### src/rtl/strongly_connected_components_top_assert.svh
// Assertion macros for the strongly connected components block.
`ifndef STRONGLY_CONNECTED_COMPONENTS_TOP_ASSERT_SVH
`define STRONGLY_CONNECTED_COMPONENTS_TOP_ASSERT_SVH
`ifndef SYNTHESIS
`define SCC_ASSERT(label, clk, rstn, prop, msg) \
    label: assert property (@(posedge clk) disable iff (!rstn) prop) else $error(msg);
`define SCC_ASSERT_RST(label, clk, prop, msg) \
    label: assert property (@(posedge clk) prop) else $error(msg);
`else
`define SCC_ASSERT(label, clk, rstn, prop, msg)
`define SCC_ASSERT_RST(label, clk, prop, msg)
`endif
`endif

### src/rtl/scc_pkg.sv
// Shared constants and types for the strongly connected components block.
package scc_pkg;
    localparam int MaxVertices = 32;
    localparam int MaxEdges    = 128;
    localparam int VW = $clog2(MaxVertices);
    localparam int EW = $clog2(MaxEdges);
    localparam int CW = EW + 1;
    localparam int SW = $clog2(MaxVertices);

    localparam logic [1:0] OP_CLEAR   = 2'd0;
    localparam logic [1:0] OP_ADD     = 2'd1;
    localparam logic [1:0] OP_REMOVE  = 2'd2;
    localparam logic [1:0] OP_COMPUTE = 2'd3;

    localparam logic [2:0] ST_OK       = 3'd0;
    localparam logic [2:0] ST_INVALID  = 3'd1;
    localparam logic [2:0] ST_RANGE    = 3'd2;
    localparam logic [2:0] ST_FULL     = 3'd3;
    localparam logic [2:0] ST_NOTFOUND = 3'd4;

    localparam logic [0:0] REG_VCOUNT = 1'd0;
    localparam logic [0:0] REG_ECOUNT = 1'd1;

    typedef struct packed {
        logic [2:0]    status;
        logic [VW-1:0] component;
        logic [VW-1:0] vertex;
        logic          last;
    } result_t;
endpackage

### src/rtl/strongly_connected_components_top.sv
// Top level: edge table memory, Kosaraju sequencer and stream/APB ports.
// Add, clear and invalid compute answer directly; remove scans the edge table and shifts
//   later entries down; compute walks the edge table in two depth-first passes.
// One item at a time; the next is accepted once all results are queued out.
// Reset (aresetn, synchronous, active low) clears state, counts, visited flags, stack pointer
//   and output flags; other datapath registers and memories are not cleared.
`include "strongly_connected_components_top_assert.svh"
module strongly_connected_components_top (
    input  logic        aclk,
    input  logic        aresetn,
    input  logic        s_tvalid,
    output logic        s_tready,
    input  logic [15:0] s_tdata,   // operation[1:0], from_vertex[6:2], to_vertex[11:7]
    output logic        m_tvalid,
    input  logic        m_tready,
    output logic [15:0] m_tdata,   // status[2:0], component[7:3], vertex[12:8]
    output logic        m_tlast,
    input  logic        psel,
    input  logic        penable,
    input  logic        pwrite,
    input  logic [2:0]  paddr,
    input  logic [31:0] pwdata,
    output logic [31:0] prdata,
    output logic        pready
);
    import scc_pkg::*;

    localparam logic [4:0] S_IDLE  = 5'd0;
    localparam logic [4:0] S_RMRD  = 5'd1;
    localparam logic [4:0] S_RMCHK = 5'd2;
    localparam logic [4:0] S_SHRD  = 5'd3;
    localparam logic [4:0] S_SHWR  = 5'd4;
    localparam logic [4:0] S_P1INIT = 5'd5;
    localparam logic [4:0] S_ROOT  = 5'd6;
    localparam logic [4:0] S_TOP   = 5'd7;
    localparam logic [4:0] S_SCAN  = 5'd8;
    localparam logic [4:0] S_CHK   = 5'd9;
    localparam logic [4:0] S_VIS   = 5'd10;
    localparam logic [4:0] S_FORD  = 5'd11;
    localparam logic [4:0] S_FOCHK = 5'd12;
    localparam logic [4:0] S_EMIT  = 5'd13;
    localparam logic [4:0] S_DONE  = 5'd14;
    localparam logic [4:0] S_FIN   = 5'd15;

    logic [5:0] vcount_reg;
    logic [7:0] ecount_reg;
    logic [CW-1:0] stored_reg;

    // edge table memory
    logic [2*VW-1:0] emem [MaxEdges];
    logic [2*VW-1:0] erd_reg;
    logic [EW-1:0] eaddr;
    logic          ewe;
    logic [2*VW-1:0] ewd;
    always_ff @(posedge aclk) begin
        if (ewe) emem[eaddr] <= ewd;
        erd_reg <= emem[eaddr];
    end

    // finish order memory
    logic [VW-1:0] fmem [MaxVertices];
    logic [VW-1:0] frd_reg;
    logic [VW-1:0] faddr;
    logic          fwe;
    logic [VW-1:0] fwd;
    always_ff @(posedge aclk) begin
        if (fwe) fmem[faddr] <= fwd;
        frd_reg <= fmem[faddr];
    end

    // stack memory: vertex and cursor
    logic [VW+CW-1:0] kmem [MaxVertices];
    logic [VW+CW-1:0] krd_reg;
    logic [SW-1:0] kaddr;
    logic          kwe;
    logic [VW+CW-1:0] kwd;
    always_ff @(posedge aclk) begin
        if (kwe) kmem[kaddr] <= kwd;
        krd_reg <= kmem[kaddr];
    end

    logic [4:0]    state_reg, state_next;
    logic [MaxVertices-1:0] vis_reg, vis_next;
    logic [VW-1:0] fv_reg, fv_next, tv_reg, tv_next;
    logic [CW-1:0] e_reg, e_next;
    logic [VW:0]   sp_reg, sp_next;
    logic [VW:0]   fin_reg, fin_next;
    logic [VW:0]   root_reg, root_next;
    logic [VW-1:0] u_reg, u_next, w_reg, w_next;
    logic [VW-1:0] comp_reg, comp_next;
    logic          pass2_reg, pass2_next;
    logic [CW-1:0] stored_next;

    // output skid: one result register
    logic    ov_reg, ov_next;
    result_t ores_reg, ores_next;

    logic    push;
    result_t pres;
    logic    can_push;
    assign can_push = !ov_reg || m_tready;

    logic cfg_wr;
    assign cfg_wr = psel && penable && pwrite;
    assign pready = 1'b1;
    always_comb begin
        prdata = '0;
        case (paddr[2])
            REG_VCOUNT: prdata = {26'd0, vcount_reg};
            REG_ECOUNT: prdata = {24'd0, ecount_reg};
            default:    prdata = '0;
        endcase
    end

    logic in_acc;
    assign s_tready = (state_reg == S_IDLE) && can_push;
    assign in_acc = s_tvalid && s_tready;

    logic [VW-1:0] es, et;
    assign es = erd_reg[2*VW-1:VW];
    assign et = erd_reg[VW-1:0];
    logic [6:0] n_ext;
    assign n_ext = {1'b0, vcount_reg};

    always_comb begin
        state_next = state_reg; vis_next = vis_reg;
        fv_next = fv_reg; tv_next = tv_reg; e_next = e_reg; sp_next = sp_reg;
        fin_next = fin_reg; root_next = root_reg; u_next = u_reg; w_next = w_reg;
        comp_next = comp_reg; pass2_next = pass2_reg; stored_next = stored_reg;
        eaddr = e_reg[EW-1:0]; ewe = 1'b0; ewd = erd_reg;
        faddr = '0; fwe = 1'b0; fwd = u_reg;
        kaddr = '0; kwe = 1'b0; kwd = '0;
        push = 1'b0; pres = '0;
        case (state_reg)
            S_IDLE: begin
                if (in_acc) begin
                    fv_next = s_tdata[6:2];
                    tv_next = s_tdata[11:7];
                    if (s_tdata[1:0] == OP_COMPUTE) begin
                        if (vcount_reg == 6'd0 || ecount_reg == 8'd0 ||
                            {1'b0, ecount_reg} > {2'b0, vcount_reg, 1'b0} ||
                            n_ext > 7'(MaxVertices)) begin
                            push = 1'b1; pres.status = ST_INVALID; pres.last = 1'b1;
                        end else begin
                            vis_next = '0; fin_next = '0; root_next = '0;
                            pass2_next = 1'b0; comp_next = '0;
                            state_next = S_ROOT;
                        end
                    end else if (s_tdata[1:0] == OP_CLEAR) begin
                        stored_next = '0;
                        push = 1'b1; pres.last = 1'b1;
                    end else if ({2'b0, s_tdata[6:2]} >= n_ext ||
                                 {2'b0, s_tdata[11:7]} >= n_ext) begin
                        push = 1'b1; pres.status = ST_RANGE; pres.last = 1'b1;
                    end else if (s_tdata[1:0] == OP_ADD) begin
                        if (stored_reg >= CW'(MaxEdges)) begin
                            push = 1'b1; pres.status = ST_FULL; pres.last = 1'b1;
                        end else begin
                            eaddr = stored_reg[EW-1:0]; ewe = 1'b1;
                            ewd = {s_tdata[6:2], s_tdata[11:7]};
                            stored_next = stored_reg + 1'b1;
                            push = 1'b1; pres.last = 1'b1;
                        end
                    end else begin
                        e_next = '0; eaddr = '0; state_next = S_RMRD;
                    end
                end
            end
            S_RMRD: begin
                if (e_reg >= stored_reg) begin
                    state_next = S_FIN;
                    w_next = '0; u_next = {2'b0, ST_NOTFOUND};
                end else begin
                    eaddr = e_reg[EW-1:0]; state_next = S_RMCHK;
                end
            end
            S_RMCHK: begin
                if (es == fv_reg && et == tv_reg) begin
                    state_next = S_SHRD;
                end else begin
                    e_next = e_reg + 1'b1; eaddr = e_next[EW-1:0]; state_next = S_RMRD;
                end
            end
            S_SHRD: begin
                if (e_reg + 1'b1 >= stored_reg) begin
                    stored_next = stored_reg - 1'b1;
                    state_next = S_FIN; u_next = {2'b0, ST_OK};
                end else begin
                    eaddr = e_reg[EW-1:0] + 1'b1; state_next = S_SHWR;
                end
            end
            S_SHWR: begin
                eaddr = e_reg[EW-1:0]; ewe = 1'b1; ewd = erd_reg;
                e_next = e_reg + 1'b1; state_next = S_SHRD;
            end
            S_FIN: begin
                if (can_push) begin
                    push = 1'b1; pres.status = u_reg[2:0]; pres.last = 1'b1;
                    state_next = S_IDLE;
                end
            end
            S_P1INIT: begin
                // start pass two: walk finish order backwards
                vis_next = '0; pass2_next = 1'b1; root_next = fin_reg;
                state_next = S_FORD;
            end
            S_ROOT: begin
                if (root_reg >= {1'b0, vcount_reg[VW-1:0]} && vcount_reg != 6'd32) begin
                    state_next = S_P1INIT;
                end else if (root_reg[VW] && !pass2_reg) begin
                    state_next = S_P1INIT;
                end else if (vis_reg[root_reg[VW-1:0]]) begin
                    root_next = root_reg + 1'b1;
                end else begin
                    w_next = root_reg[VW-1:0]; sp_next = '0; state_next = S_VIS;
                end
            end
            S_FORD: begin
                if (root_reg == '0) begin
                    state_next = S_DONE;
                end else begin
                    faddr = root_reg[VW-1:0] - 1'b1; state_next = S_FOCHK;
                end
            end
            S_FOCHK: begin
                root_next = root_reg - 1'b1;
                if ({2'b0, frd_reg} < n_ext && !vis_reg[frd_reg]) begin
                    w_next = frd_reg; sp_next = '0; state_next = S_VIS;
                end else begin
                    state_next = S_FORD;
                end
            end
            S_VIS: begin
                // mark w, report in pass two, push it with cursor zero
                if (!pass2_reg || can_push) begin
                    vis_next[w_reg] = 1'b1;
                    if (pass2_reg) begin
                        push = 1'b1; pres.component = comp_reg; pres.vertex = w_reg;
                    end
                    kaddr = sp_reg[SW-1:0]; kwe = 1'b1; kwd = {w_reg, {CW{1'b0}}};
                    sp_next = sp_reg + 1'b1;
                    state_next = S_TOP;
                end
            end
            S_TOP: begin
                if (sp_reg == '0) begin
                    if (pass2_reg) begin
                        comp_next = comp_reg + 1'b1; state_next = S_FORD;
                    end else begin
                        root_next = root_reg + 1'b1; state_next = S_ROOT;
                    end
                end else begin
                    kaddr = sp_reg[SW-1:0] - 1'b1; state_next = S_EMIT;
                end
            end
            S_EMIT: begin
                u_next = krd_reg[VW+CW-1:CW]; e_next = krd_reg[CW-1:0];
                eaddr = krd_reg[EW-1:0]; state_next = S_SCAN;
            end
            S_SCAN: begin
                if (e_reg >= stored_reg) begin
                    sp_next = sp_reg - 1'b1;
                    if (!pass2_reg && !fin_reg[VW]) begin
                        faddr = fin_reg[VW-1:0]; fwe = 1'b1; fwd = u_reg;
                        fin_next = fin_reg + 1'b1;
                    end
                    state_next = S_TOP;
                end else begin
                    eaddr = e_reg[EW-1:0]; state_next = S_CHK;
                end
            end
            S_CHK: begin
                e_next = e_reg + 1'b1;
                eaddr = e_next[EW-1:0];
                state_next = S_SCAN;
                if ({2'b0, es} < n_ext && {2'b0, et} < n_ext &&
                    ((!pass2_reg && es == u_reg) || (pass2_reg && et == u_reg))) begin
                    kaddr = sp_reg[SW-1:0] - 1'b1; kwe = 1'b1; kwd = {u_reg, e_next};
                    w_next = pass2_reg ? es : et;
                    if (!vis_reg[pass2_reg ? es : et] && !sp_reg[VW])
                        state_next = S_VIS;
                    else
                        state_next = S_TOP;
                end
            end
            S_DONE: begin
                state_next = S_IDLE;
            end
            default: state_next = S_IDLE;
        endcase
    end

    // last flag: the final pass-two report is known only at the end, so hold
    // the newest report and release it as last in S_DONE
    logic    held_reg, held_next;
    result_t hres_reg, hres_next;
    always_comb begin
        ov_next = ov_reg && !m_tready; ores_next = ores_reg;
        held_next = held_reg; hres_next = hres_reg;
        if (push && pass2_reg && state_reg == S_VIS) begin
            if (held_reg) begin
                ov_next = 1'b1; ores_next = hres_reg;
            end
            held_next = 1'b1; hres_next = pres;
        end else if (push) begin
            ov_next = 1'b1; ores_next = pres;
        end else if (state_reg == S_DONE && held_reg && can_push) begin
            ov_next = 1'b1; ores_next = hres_reg; ores_next.last = 1'b1;
            held_next = 1'b0;
        end
    end

    logic [4:0] st_fix;
    assign st_fix = (state_reg == S_DONE && held_reg && !can_push) ? S_DONE : state_next;

    always_ff @(posedge aclk) begin
        if (!aresetn) begin
            state_reg <= S_IDLE; vcount_reg <= '0; ecount_reg <= '0;
            stored_reg <= '0; ov_reg <= 1'b0; held_reg <= 1'b0; vis_reg <= '0;
            pass2_reg <= 1'b0; sp_reg <= '0;
        end else begin
            state_reg <= st_fix; stored_reg <= stored_next; ov_reg <= ov_next;
            held_reg <= held_next; vis_reg <= vis_next; pass2_reg <= pass2_next;
            sp_reg <= sp_next;
            if (cfg_wr && paddr[1:0] == 2'b00 && paddr[2] == REG_VCOUNT)
                vcount_reg <= pwdata[5:0];
            if (cfg_wr && paddr[1:0] == 2'b00 && paddr[2] == REG_ECOUNT)
                ecount_reg <= pwdata[7:0];
        end
    end

    always_ff @(posedge aclk) begin
        fv_reg <= fv_next; tv_reg <= tv_next; e_reg <= e_next;
        fin_reg <= fin_next; root_reg <= root_next;
        u_reg <= u_next; w_reg <= w_next; comp_reg <= comp_next;
        ores_reg <= ores_next; hres_reg <= hres_next;
    end

    assign m_tvalid = ov_reg;
    assign m_tdata  = {3'd0, ores_reg.vertex, ores_reg.component, ores_reg.status};
    assign m_tlast  = ores_reg.last;

    `SCC_ASSERT(a_ready_idle, aclk, aresetn, s_tready |-> state_reg == S_IDLE, "ready outside idle")
    `SCC_ASSERT(a_stack_bound, aclk, aresetn, sp_reg <= (VW+1)'(MaxVertices), "stack overflow")
    `SCC_ASSERT(a_stored_bound, aclk, aresetn, stored_reg <= CW'(MaxEdges), "edge count overflow")
endmodule
### config.mk
export PLATFORM = sky130hd
export DESIGN_NAME = strongly_connected_components_top
export DESIGN_NICKNAME = d
export VERILOG_FILES = /design/src/rtl/scc_pkg.sv /design/src/rtl/strongly_connected_components_top.sv
export VERILOG_INCLUDE_DIRS = /design/src /design/src/rtl
export SDC_FILE = /design/constraint.sdc
export NUM_CORES = 2
export LEC_CHECK = 0
export BUFFER_PORTS_ARGS = -buffer_cell sky130_fd_sc_hd__buf_2
export CAP_MARGIN = 20
export CORE_MARGIN = 2
export CORE_UTILIZATION = 55
export DETAILED_ROUTE_END_ITERATION = 7
export PLACE_DENSITY = 0.74
export SLEW_MARGIN = 20
export SYNTH_ARGS = -nofsm -noshare
export SYNTH_HDL_FRONTEND = slang
export SYNTH_SLANG_ARGS = --single-unit
### constraint.sdc
create_clock -name aclk -period 9.4 [get_ports aclk]
set_clock_uncertainty 0.15 [all_clocks]
set_input_delay 1.88 -clock aclk [delete_from_list [all_inputs] [get_ports aclk]]
set_output_delay 1.88 -clock aclk [all_outputs]
set_load 0.01 [all_outputs]
# Word-level counts from Yosys, hierarchy flattened
# Memories as Yosys holds them, arrays and structs flattened. A register that Yosys moved wholly into a read port is not among the register bits.
# Index checks and enable logic that the tools add are counted.
# W data, S select, Z words.
# classes
n_lt_le_gt_ge,16
addsub,12
muxes,172
n_reduce_logical,75
eq_ne,63
bitwise_logic,3
# ops
op,count
$mux W5,32
$mux W32,4
$mux W8,13
$mux W10,10
$mux W6,16
$pmux W32 S3,1
$pmux W5 S15,1
$pmux W32 S2,1
$mux W14,4
$mux W7,8
$ne A2 B2 Y1 const B,23
$mux W1,42
$eq A5 B4 Y1 const B,8
$pmux W7 S5,1
$or A32 B32 Y32,1
$pmux W8 S4,1
$pmux W5 S3,2
$pmux W6 S5,1
$mux W4,7
$reduce_and A7 Y1,4
$mux W13,2
$pmux W13 S2,1
$logic_and A1 B1 Y1,24
$lt A5 B6 Y1 const B,4
60 further kinds,130
# totals
input_bits,58
ramBits,1856
regBits,141
output_inout_bits,52
word_cells,370
n_memories,3
# memory_table
name,depth,word_bits,read_ports,rd_ports_with_merged_regs,wr,line_no,text
emem,128,10,1,1,1,strongly_connected_components_top.sv:50,logic [2*VW-1:0] emem [MaxEdges];
kmem,32,13,1,1,1,strongly_connected_components_top.sv:72,logic [VW+CW-1:0] kmem [MaxVertices];
fmem,32,5,1,1,1,strongly_connected_components_top.sv:61,logic [VW-1:0] fmem [MaxVertices];

# Depth between registers and ports, before layout
# depth
word_depth,12
mapped_depth,21
ltp_nobuf,18

# Worst setup path before layout
# Ideal clock, no wire load.
# synth_path
path_kind,input to register
startpoint,input port s_tdata[11]
endpoint,"memory emem[0][0] (netlist name), data pin"
setup_slack_ns,-0.380
required_time_ns,8.052
arrival_time_ns,8.433
setup_ns,1.198
path_stages,8
n_path_buf,1
path_cell_list,ha_1 -> a211oi_1 -> a31oi_1 -> or2_2 -> nor2_1 -> nand2_1 -> clkbuf_1 -> o21ai_0
# synth_between
elab_chain_len,7
# synth_lines
element,line_no,text
start: declaration,strongly_connected_components_top.sv:13,"input logic [15:0] s_tdata,"
$ge A5 B6 Y1,strongly_connected_components_top.sv:153,"{2'b0, s_tdata[11:7]} >= n_ext) begin"
$logic_or A1 B1 Y1,strongly_connected_components_top.sv:152,"end else if ({2'b0, s_tdata[6:2]} >= n_ext ||"
$mux W10,strongly_connected_components_top.sv:152,
$mux W10,strongly_connected_components_top.sv:149,end else if (s_tdata[1:0] == OP_CLEAR) begin
$mux W10,strongly_connected_components_top.sv:139,if (s_tdata[1:0] == OP_COMPUTE) begin
$mux W10,strongly_connected_components_top.sv:136,if (in_acc) begin
$mux W10,strongly_connected_components_top.sv:134,case (state_reg)
via ewd[0],strongly_connected_components_top.sv:54,logic [2*VW-1:0] ewd;
end: declaration,strongly_connected_components_top.sv:50,
# The timed path passes the listed nets, and every way through them passes these cells.

# Final worst setup path
# layout_path
startpoint,input port s_tdata[5]
endpoint,"register erd_reg[1], read port of emem"
# layout_between
elab_chain_len,7
# layout_lines
element,line_no,text
$ge A5 B6 Y1,strongly_connected_components_top.sv:152,
$logic_or A1 B1 Y1,strongly_connected_components_top.sv:152,
$mux W7,strongly_connected_components_top.sv:152,
$mux W7,strongly_connected_components_top.sv:149,
$mux W7,strongly_connected_components_top.sv:139,
$mux W7,strongly_connected_components_top.sv:136,
$pmux W7 S5,strongly_connected_components_top.sv:134,
end: declaration,strongly_connected_components_top.sv:51,logic [2*VW-1:0] erd_reg;
# No other way between the ends.
# A chain may end at the register's enable or synchronous reset.

==> run summary <==
Status: finished, final reports clean
Worst setup SP type: input pin
WS Path Type: input pin to flop
Post-Route Setup TNS: 0 ns
WP data arrival: 7.57 ns
Count leader, synth: edfxtp_1
RSZ-0062 raised after global routing: false
Full die area: 0.154 mm^2
Cells after DPL: 7782
Final ANT Viol Nets: 0
Area delta synth->final: 10.2%
CTS tree: yes
Max stage delay cell, worst path: buf_4
Synthesized area: 0.0832 mm^2
Overflow after GRT: 0
Most flop-heavy register: emem
Initial Utilization: 0.555
Max reg flops: 1280
Initial DRC Count: 6099
Hold Fails Final Rpt: 0
Final cell count without fillers: 8152
Cell area power density: 297 mW/mm^2
Top flop regs: emem x1280, kmem x416, fmem x160
Post-Syn Area per Cell: 14.0 um^2
Antenna cells: 0
Clock Latency Late Sink: 0.84 ns
Die H: 393 um
Slew Viols, Final: 0
Share of the synthesized area in the top cell type: 0.696
CTS H-tree depth: 4
Commonest cells in the netlist: 1929 x edfxtp_1, 854 x nand2_1, 572 x nor2_1, 412 x mux2i_1, 333 x a21oi_1
Maximum vdd drop: 0.285 mV
Share of post-route cells with drive strength above 1: 0.0904
I/O pins: 110
Peak Freq: 142 MHz
EDFF count, synth: 1929
Largest net degree at the start of global routing: 192
#FFs+latches synth: 2024
Post-CTS Setup Bufs: 0
Post-detail-place hpwl: 116000 um
Post-synth ARST share: 0
Vias post-DR: 50597
CTS clk-pin slew, worst paths: 0.06 ns
Vias per cell: 6.21
Post-synthesis sequential area ratio: 0.719
CTS max path bufs: 3
Final setup margin: 2.36 ns
CP delay by family, top: compound AO/OA/AOI/OAI gates
Mean routed wirelength per cell: 24.3 um
Final worst-path cycle share: 0.749
Port bufs: 53
First-pass GRT wire length: 295000 um
GRT Resource Usage Total: 0.253
Synth area leaders: edfxtp_1 70%, mux2i_1 5.0%, nand2_1 3.9%
CP Max Fanout: 73
Worst Path Required: 9.93 ns
CP bufs+invs: 3
WL final: 198000 um
Final setup viols: 0
Cell Area, Placed: 0.0855 mm^2
Clock sinks: 2024
Max-cap violations: 0
Slowest cell delay on critical path: 0.80 ns
GPL Wtd Cong: 0.960
Final Cell Area: 0.0917 mm^2
DR pass1 iterations: 7
Std-Cell Rows: 142
Drt drc: 0
Setup crit end kind: flop
Max transition margin: 0.222
Fin crit period: 7.04 ns
Distinct cells, synth: 89
Tightest Pin Transition: 1.15 ns
Yosys warning count: 0
Pre-CTS setup slack: 1.78 ns
Vias in the first global route: 48463
Synth Instances: 5943
Cts hold-fix bufs: 0
Synth Flop Type: edfxtp_1
Core Box Area: 0.150 mm^2
Final Net Count: 6091
Hold crit path type: flop to flop
CTS resizes: 0
CP cell instances: buf_2, ha_1, a21o_1, nand2_1, a31oi_1, nor4_4, a221oi_1, nand3_4, nor2_4, buf_4, buf_4, a32oi_1, o211ai_1, o21ai_1, o21ai_1, nand4_1
CTS buffer count: 196
Die width: 393 um
Static Leakage: 30.5 nW
Initial antenna violation count: 1
Synth area leader: edfxtp_1
Root Driver: clkbuf_16
-- final timing paths --
path | to | startpoint | depth (start not counted) | slack [ns]
worst max-delay path | erd_reg[1]$_DFF_P_ | s_tdata[5] | 16 | 2.36
worst min-delay path | u_reg[1]$_DFFE_PP_ | krd_reg[9]$_DFF_P_ | 1 | 0.35
worst max register to register | erd_reg[1]$_DFF_P_ | e_reg[3]$_DFFE_PP_ | 20 | 2.59
worst min register to register | u_reg[1]$_DFFE_PP_ | krd_reg[9]$_DFF_P_ | 1 | 0.35
-- cells by family (layout without fill, tap and decap cells) --
| logic type | Yosys count | in the layout | synth area share |
|---|---|---|---|
| compound gates | 1121 | 1121 | 0.0928 |
| flops | 2024 | 2024 | 0.719 |
| mux | 439 | 439 | 0.0563 |
| simple gates | 1833 | 1833 | 0.0934 |
| other cells | 2 | 28 | 0.0000903 |
| buf+inv | 413 | 580 | 0.0235 |
| fa+ha+maj | 67 | 67 | 0.0103 |
| xor+xnor | 44 | 44 | 0.00463 |
-- placed cells by master (no fill, tap or decap), drive strengths merged, types with 13 or more instances in the layout --
cell type,synthesis,routed
a22oi,57,57
o21a,13,13
mux4,23,23
clkbuf,150,249
o211ai,32,32
xnor2,21,21
inv,45,53
nor2b,30,30
a222oi,64,64
and3,17,17
a211oi,59,59
a221oi,17,17
buf,218,167
a221o,69,69
a21oi,334,334
edfxtp,1929,1929
nand4,30,30
clkinv,0,94
nor2,580,580
conb,2,28
and2,37,37
xor2,23,23
nand2,854,854
a32oi,96,96
nand3,168,168
nor3,40,40
a211o,14,14
o22ai,67,67
nand2b,23,23
a21o,30,30
mux2i,412,412
ha,65,65
dfxtp,95,95
o21ai,176,176
-- cell type report --
cell class                 instances  area, um^2
inverter                          45         169
tap                             2016        2520
timing repair buffer             167        1210
clock buffer                     249        5180
sequential                      2024       59800
fill                           10992       58200
clock inverter                   119         937
multi-input combinational       3532       21900
-- metal layers --
metal / wire length [um] / global-route usage / vias to the layer above
met4: 7650 / 0.0991 / 0
li1: - / - / 22627
met3: 18200 / 0.0466 / 423
met5: 0 / 0 / -
met1: 77900 / 0.349 / 24992
met2: 94300 / 0.403 / 2555
-- power by group --
group          total (mW)  switching [mW]  internal [mW]
Sequential           11.2           0.255           10.9
Combinational        8.53            6.12           2.42
Clock                7.48            3.35           4.13
Total                27.2            9.72           17.5
-- stage by stage --
stage / power (mW) / util / hold WS [ns]
2_1_floorplan: 17.0 / - / 0.312
5_1_grt: 28.2 / 0.612 / 0.383
4_1_cts: 27.1 / 0.611 / 0.355
6_report: 27.2 / 0.612 / 0.353
3_5_place_dp: 19.7 / 0.570 / 0.341
3_3_place_gp: 19.5 / 0.570 / 0.336
-- worst reg2reg max path, cell delays in order (launching register included) --
cell and delay [ns]:
edfxtp_1 0.53, nand3_1 0.16, nor2_1 0.20, nand3_1 0.11
xor2_1 0.35, inv_1 0.09, ha_1 0.30, a21oi_1 0.13
o21a_1 0.17, o22ai_2 0.13, a211o_1 0.33, o21ai_0 0.33
nand3_4 0.61, nor2_4 0.38, buf_4 0.57, buf_4 0.81
a32oi_1 0.32, o211ai_1 0.20, o21ai_1 0.16, o21ai_1 0.49
nand4_1 0.16
No activity file was read; power rests on OpenSTA's default activity.
